### config.mk
export PLATFORM = sky130hd
export DESIGN_NAME = bq_cell
export DESIGN_NICKNAME = d
export VERILOG_FILES = /design/src/hw/rtl/bq_pkg.sv /design/src/hw/rtl/bq_cell.sv
export SDC_FILE = /design/constraint.sdc
export NUM_CORES = 2
export LEC_CHECK = 0
export ABC_AREA = 0
export ABC_CLOCK_PERIOD_IN_PS = 12900
export BUFFER_PORTS_ARGS = -buffer_cell sky130_fd_sc_hd__buf_4
export CAP_MARGIN = 20
export CORE_AREA = 2 2 370 372
export CTS_BUF_LIST = sky130_fd_sc_hd__clkbuf_8
export DETAILED_ROUTE_END_ITERATION = 10
export DIE_AREA = 0 0 372 374
export PLACE_DENSITY_LB_ADDON = 0.08
export SLEW_MARGIN = 40
export SYNTH_ARGS = -nofsm -noshare
export SYNTH_HDL_FRONTEND = slang
export SYNTH_SLANG_ARGS = --single-unit
### constraint.sdc
create_clock -name i_clk -period 12.9 [get_ports i_clk]
set_clock_uncertainty 0.15 [all_clocks]
set_input_delay 1.935 -clock i_clk [delete_from_list [all_inputs] [get_ports i_clk]]
set_output_delay 1.935 -clock i_clk [all_outputs]
set_load 0.02 [all_outputs]
### src/hw/rtl/bq_pkg.sv
// shared types and constants for the biquad cascade filter
package bq_pkg;

    localparam int BQ_MAX_STAGES = 8;
    localparam int BQ_STG_W      = (BQ_MAX_STAGES > 1) ? $clog2(BQ_MAX_STAGES) : 1;

    localparam logic BQ_ACT_FILTER = 1'b0;
    localparam logic BQ_ACT_COEF   = 1'b1;

    localparam logic [2:0] BQ_SLOT_B0 = 3'd0;
    localparam logic [2:0] BQ_SLOT_B1 = 3'd1;
    localparam logic [2:0] BQ_SLOT_B2 = 3'd2;
    localparam logic [2:0] BQ_SLOT_A1 = 3'd3;
    localparam logic [2:0] BQ_SLOT_A2 = 3'd4;

    // sample handed from one cell to the next
    typedef struct packed {
        logic               vld;
        logic signed [15:0] x;
    } t_bq_link;

    // coefficient write aimed at one cell
    typedef struct packed {
        logic               we;
        logic        [2:0]  slot;
        logic signed [17:0] value;
    } t_bq_cwr;

    // per-cell status back to the top level
    typedef struct packed {
        logic               done;
        logic               sat;
        logic signed [15:0] y;
    } t_bq_stat;

endpackage

### src/hw/rtl/bq_cell.sv
// one biquad section: coefficients, two delay words and a four-step datapath
module bq_cell
    import bq_pkg::*;
(
    input  logic     i_clk,
    input  logic     i_rst_n,
    input  t_bq_link i_link,
    input  logic     i_last,
    input  t_bq_cwr  i_cwr,
    output t_bq_link o_link,
    output t_bq_stat o_stat
);

    // product rounded to the state format, half toward plus infinity
    function automatic logic signed [32:0] rnd1(input logic signed [33:0] p);
        logic signed [33:0] t;
        t = p + 34'sd1;
        return $signed(t[33:1]);
    endfunction

    logic signed [17:0] r_b0, r_b1, r_b2, r_a1, r_a2;
    logic signed [31:0] r_d0, r_d1;

    logic               r_a_vld, r_b_vld, r_c_vld, r_last;
    logic signed [33:0] r_p0, r_p1, r_p2, r_q3, r_q4;
    logic signed [32:0] r_r1, r_r2;
    logic signed [15:0] r_y;
    logic               r_sat_y;

    logic signed [15:0] w_x;
    logic signed [33:0] w_m0, w_m1, w_m2, w_m3, w_m4;
    logic signed [35:0] w_acc, w_acc_r;
    logic signed [20:0] w_yf;
    logic signed [15:0] w_y;
    logic               w_sat_y;
    logic signed [35:0] w_n0, w_n1;
    logic signed [31:0] w_d0, w_d1;
    logic               w_sat0, w_sat1;

    assign w_x  = i_link.x;
    assign w_m0 = 34'(r_b0) * 34'(w_x);
    assign w_m1 = 34'(r_b1) * 34'(w_x);
    assign w_m2 = 34'(r_b2) * 34'(w_x);
    assign w_m3 = 34'(r_a1) * 34'(r_y);
    assign w_m4 = 34'(r_a2) * 34'(r_y);

    // stage output: acc rounded by 2^15, saturated to 16 bits
    always_comb begin
        w_acc   = 36'(rnd1(r_p0)) + 36'(r_d0);
        w_acc_r = w_acc + 36'sd16384;
        w_yf    = $signed(w_acc_r[35:15]);
        w_sat_y = 1'b0;
        if (w_yf > 21'sd32767) begin
            w_y     = 16'sh7FFF;
            w_sat_y = 1'b1;
        end else if (w_yf < -21'sd32768) begin
            w_y     = 16'sh8000;
            w_sat_y = 1'b1;
        end else begin
            w_y = w_yf[15:0];
        end
    end

    // delay word updates with 32-bit saturation
    always_comb begin
        w_n0   = 36'(r_r1) - 36'(rnd1(r_q3)) + 36'(r_d1);
        w_n1   = 36'(r_r2) - 36'(rnd1(r_q4));
        w_sat0 = 1'b0;
        w_sat1 = 1'b0;
        if (w_n0 > 36'sh07FFFFFFF) begin
            w_d0   = 32'sh7FFFFFFF;
            w_sat0 = 1'b1;
        end else if (w_n0 < -36'sh080000000) begin
            w_d0   = 32'sh80000000;
            w_sat0 = 1'b1;
        end else begin
            w_d0 = w_n0[31:0];
        end
        if (w_n1 > 36'sh07FFFFFFF) begin
            w_d1   = 32'sh7FFFFFFF;
            w_sat1 = 1'b1;
        end else if (w_n1 < -36'sh080000000) begin
            w_d1   = 32'sh80000000;
            w_sat1 = 1'b1;
        end else begin
            w_d1 = w_n1[31:0];
        end
    end

    always_ff @(posedge i_clk) begin
        if (!i_rst_n) begin
            r_b0    <= '0;
            r_b1    <= '0;
            r_b2    <= '0;
            r_a1    <= '0;
            r_a2    <= '0;
            r_d0    <= '0;
            r_d1    <= '0;
            r_a_vld <= 1'b0;
            r_b_vld <= 1'b0;
            r_c_vld <= 1'b0;
            r_last  <= 1'b0;
        end else begin
            r_a_vld <= i_link.vld;
            r_b_vld <= r_a_vld;
            r_c_vld <= r_b_vld;
            if (i_cwr.we) begin
                case (i_cwr.slot)
                    BQ_SLOT_B0: r_b0 <= i_cwr.value;
                    BQ_SLOT_B1: r_b1 <= i_cwr.value;
                    BQ_SLOT_B2: r_b2 <= i_cwr.value;
                    BQ_SLOT_A1: r_a1 <= i_cwr.value;
                    BQ_SLOT_A2: r_a2 <= i_cwr.value;
                    default: ;
                endcase
            end
            if (i_link.vld) begin
                r_last <= i_last;
            end
            if (r_c_vld) begin
                r_d0 <= w_d0;
                r_d1 <= w_d1;
            end
        end
    end

    // payload path, loaded only on the valid step
    always_ff @(posedge i_clk) begin
        if (i_link.vld) begin
            r_p0 <= w_m0;
            r_p1 <= w_m1;
            r_p2 <= w_m2;
        end
        if (r_a_vld) begin
            r_y     <= w_y;
            r_sat_y <= w_sat_y;
            r_r1    <= rnd1(r_p1);
            r_r2    <= rnd1(r_p2);
        end
        if (r_b_vld) begin
            r_q3 <= w_m3;
            r_q4 <= w_m4;
        end
    end

    assign o_link.vld  = r_b_vld & ~r_last;
    assign o_link.x    = r_y;
    assign o_stat.done = r_c_vld & r_last;
    assign o_stat.sat  = r_c_vld & (r_sat_y | w_sat0 | w_sat1);
    assign o_stat.y    = r_y;

endmodule
Yosys cells after proc, flatten, opt, wreduce, memory -nomap -nowiden
Cells that the tools add are included.
Widths: inputs -> output; s select.
- word-level logic and storage cells: 67
- output and inout bits: 35
- register bits after elaboration: 411
- multiply operators: 5
- muxes and demuxes: 10
- eq/ne operators: 4
- add/subtract/negate cells: 10
- reduce and logical (&&, ||, !) cells: 6
- bitwise gates (word level): 6
- order comparisons: 6
- operator list (cell ; number):
    $add 34x2->34 const B ; 5
    $mul 18x16->34 ; 5
    $mux 32 ; 4
    $sub 33x33->34 ; 2
    $add 34x16->35 const B ; 1
    $add 34x32->35 ; 1
    $gt 35x32->1 const B ; 1
    $lt 35x32->1 const B ; 1
    $add 33x32->34 ; 1
    $gt 34x32->1 const B ; 1
    $lt 34x32->1 const B ; 1
    $gt 20x16->1 const B ; 1
    $lt 20x16->1 const B ; 1
    $mux 16 ; 1
    $reduce_and 2->1 ; 5
    $eq 3x2->1 const B ; 2
    $mux 1 ; 5
    $and 1x1->1 ; 3
    $eq 3x1->1 const B ; 1
    $eq 3x3->1 const B ; 1
    $logic_not 3->1 ; 1
    $or 1x1->1 ; 2
    $not 1->1 ; 1

Depth between registers and ports, before layout
- word-level depth: 9
- gate-level depth with buffers: 28

Least setup slack after synthesis
No wires, ideal clock.
- path type: in2reg
- from: input i_link[1] (netlist name)
- to: register r_p1[30], data pin
- cell stages on the path: 25
- path buffers: 2
- library setup time: 0.266 ns
- arrival: 8.221 ns
- required time: 12.484 ns
- slack: 4.264 ns
- cells stage by stage: clkbuf_1 -> clkbuf_1 -> nand2_1 -> fa_1 -> inv_1 -> fa_1 -> inv_1 -> fa_1 -> fa_1 -> inv_1 -> fa_1 -> inv_1 -> fa_1 -> inv_1 -> ha_1 -> a211o_1 -> or3_1 -> o211a_1 -> a41oi_1 -> o32ai_1 -> o211ai_1 -> a21boi_1 -> o21a_1 -> o41ai_1 -> xnor2_1
- longest elaborated chain between the ends: 1
- ends and longest elaborated chain (what ; RTL line ; RTL):
    from (decl) ; bq_cell.sv:7 ; input t_bq_link i_link,
    $mul 18x16->34 ; bq_cell.sv:42 ; assign w_m1 = 34'(r_b1) * 34'(w_x);
    net w_m1[30] ; bq_cell.sv:31 ; logic signed [33:0] w_m0, w_m1, w_m2, w_m3, w_m4;
    to (signal assigned) ; bq_cell.sv:131 ; r_p1 <= w_m1;
    to (decl) ; bq_cell.sv:25 ; logic signed [33:0] r_p0, r_p1, r_p2, r_q3, r_q4;
The timed path passes the listed nets, and every way through them passes these cells.
A chain may end at the register's enable or synchronous reset.

Final worst setup path
- from: input i_link[4] (netlist name)
- to: register r_p1[30], data pin
The elaborated chain is that of the path after synthesis.

==> run metrics <==
Post-CTS Setup Inserts=0; global-route wire length before repair=approximately 320 mm; Synth Flop Type=edfxtp_1; number of max-cap violations=0; Initial DRC Count=between 3,000 and 4,000; Int Power=around 3.6 mW; routed via count=53,229; multi-input logic area=around 57,000 um^2; dpl hpwl=153 mm; max-slew violation count=0; largest net degree at the start of global routing=a little over 90; Slew headroom=between 30% and 40%; delay-heaviest family, CP=adder cells; Boundary Pins=77; Final setup viols=0; Area Overhead vs Synth=4.74%; Power per Cell Area=between 80 and 90 nW/um^2; grt met1 use=between 30% and 40%; # port buffers=76; Root Driver=clkbuf_8; Slowest cell on crit path=fa_1; NetSw=2.82 mW; total power=~6.5 mW; antenna violations before repair=16; Layout Utilization=slightly below 60%; Reg power frac=about 28%; mapped cell area=75,300 um^2; Leakage=about 35 nW; post-synthesis sequential area ratio=roughly 14%; Arrival @ worst endpoint=around 8.9 ns; fin crit period=8.58 ns; Cells after Synth=around 8,000; Crit Path Category=input port to flip-flop; RSZ-0062 raised after global routing=false; clock slew at reported path FFs=about 0.06 ns; Avg Inst Size Synth=between 9 and 10 um^2; Final ANT Viol Nets=0; Worst Path Max Fanout=34; dpl ws=between 3 and 4 ns; die width=between 300 and 400 um; post-synth cell types=just over 80; Routed WL per cell=between 20 and 25 um; # DRC=0; Yosys warning count=0; Post-synth EDFFs=between 200 and 300; cell repeated most along the worst path=fa_1; Worst-Margin Slew=between 0.9 and 1 ns; overall die area=approximately 140,000 um^2; Syn Nets=around 10,000; CTS tree=done; setup tns final=0 ns; cell count after placement=9,556; Rows=135; total track usage=approximately 29%; Sw Ratio=43.6%; final wirelength=about 200 mm; # clock sinks=411; worst hold path type=flip-flop to flip-flop; Synth async-reset ratio=0%; CORE AREA=135,000 um^2; Synth Register Bits=between 400 and 500; H-tree lvl count=3; CP max stage delay=around 0.55 ns; gr busiest metal=met2; critical path endpoint category=flip-flop; clock network fraction of design power=a little over a fifth; cts hold-fix bufs=0; CTS Buf Count=76; fillers=roughly 12,000; fin crit share=66.5%; fin nets=9,946; final hold violations=0; share of post-route cells with drive strength above 1=under 10%; Post-Layout Cell Count=roughly 9,700; status=finished clean; vias in the first global route=around 57,000; startpoint types=input port; met3 GRT Util=about 3.3%; met2 Use GR=about half; Register Area=between 10,000 and 15,000 um^2; Starting Density=between 50% and 60%; Worst Path Buf+Inv=7; Clock Path Buffers=3; RePlAce Congestion=approximately 0.9; Highest Clock Rate=~120 MHz; Clock Latency Late Sink=approximately 0.76 ns; peak supply drop=0.0672 mV; Worst Slack Setup Final=4.32 ns; total grt overflow=0; post-CTS sizing=0; via-per-instance ratio=5.49; Comb power frac=between 50% and 60%; TritonRoute pass-1 iters=5; WP data required=~13 ns; die height=around 370 um
[per-stage QoR]
stage                     cell area [um^2]  hold WS (ns)
after floorplan                      75300         0.327
after global placement               77100         0.335
after detailed placement             77200         0.349
after CTS                            78800         0.368
after global routing                 78800         0.384
final                                78800         0.370
[power groups by stage]
stage	registers, mW	logic (mW)	clock network (mW)
floorplan	1.76	2.29	0
global placement	1.82	3.19	0
detailed placement	1.82	3.22	0
CTS	1.80	3.27	1.44
global route	1.81	3.63	1.49
finish	1.80	3.26	1.41
[synthesized netlist by cell type (24+ instances only)]
cell type,n,area (um^2)
nand2_1,1164,4370
dfxtp_1,158,3160
inv_1,1599,6000
nor2_1,155,582
xnor2_1,288,2520
nor3_1,34,170
nand3_1,104,521
a21boi_0,97,728
a21oi_2,25,219
and2_1,587,3670
nand2b_1,111,694
o21bai_1,24,180
nor2b_1,30,188
nand4_1,42,263
o21a_1,48,360
o21ai_0,142,711
and3_1,57,357
edfxtp_1,253,7600
xor2_1,123,1080
ha_1,567,7090
a21o_1,121,908
a21oi_1,213,1070
fa_1,1484,29700
clkbuf_1,297,1110
[sequential cells by signal, summed over array words and instances (netlist names), 16 cells and up]
name  count
r_p0     34
r_p1     34
r_p2     34
r_q3     34
r_q4     34
r_r1     33
r_r2     33
r_d0     32
r_d1     32
r_a1     18
r_a2     18
r_b0     18
r_b1     18
r_b2     18
r_y      16
[worst paths after layout]
check / depth (start not counted) / slack (ns) / start / end
setup / recovery: 25 / 4.32 / i_link[4] / r_p1[30]
hold / removal: 1 / 0.37 / r_d1[1] / r_d1[1]
hold reg to reg: 1 / 0.37 / r_d1[1] / r_d1[1]
setup reg to reg: 25 / 5.11 / r_a1[9] / r_q3[33]
[worst register-to-register path, delay by kind of cell, from the launching register on]
kind | cells | cell delay [ns]
compound gates | 10 | 2.39
flops | 1 | 0.90
simple gates | 1 | 0.20
xor+xnor | 1 | 0.11
buf+inv | 6 | 0.38
fa+ha+maj | 7 | 3.39
[cell type report]
type                            count  share of cell area (%)
Clock inverter                     61                   0.679
Inverter                         1599                    7.61
Multi-Input combinational cell   5637                    72.5
Timing Repair Buffer              128                    1.24
Tap cell                         1781                    2.83
Sequential cell                   411                    13.7
Clock buffer                       81                    1.41
Antenna cell                        1                 0.00317
[routing by layer]
layer  share of wire (%)  up-vias
li1                    -    24114
met1                  43    27346
met2                  49     1456
met3                 5.6      309
met4                 2.8        4
met5               0.014        -
[cells in the final DEF (no fill, tap or decap), types with 9 or more instances in the layout]
cell type	synthesis	routed
dfxtp_2	0	19
edfxtp_1	253	253
nand2b_1	111	111
o21ai_1	10	9
a21boi_0	97	97
o31ai_1	10	10
o21bai_1	24	24
clkinv_2	0	14
nand4_1	42	42
a21o_1	121	121
clkbuf_8	0	81
a211o_1	9	9
a211oi_1	16	16
o22ai_1	16	16
a21oi_2	25	24
xor2_1	123	123
o21ai_0	142	142
ha_1	567	563
and3_1	57	57
nor3_1	34	34
dfxtp_1	158	138
xnor2_1	288	288
o21a_1	48	48
bufinv_16	0	9
nand3_1	104	104
or2_2	10	10
a21oi_1	213	213
or3_1	13	13
and2_1	587	587
inv_1	1599	1617
nor2_1	155	155
a31oi_1	22	22
nand2_1	1164	1164
fa_1	1484	1484
clkinv_1	0	10
buf_4	21	124
nor2b_1	30	30
[cells by family (layout without fill, tap and decap cells)]
kind of cell / Yosys count / after routing / share of synthesized area, %
other: 0 / 1 / 0
buffers and inverters: 1929 / 1869 / 9.78
AOI/OAI and AO/OA: 833 / 833 / 7.32
muxes: 5 / 5 / 0.0698
adders and majority gates: 2051 / 2051 / 48.9
xor gates and xnor gates: 411 / 411 / 4.78
and+or+nand+nor: 2337 / 2337 / 14.9
DFF: 411 / 411 / 14.3
No activity file was read; power rests on OpenSTA's default activity.
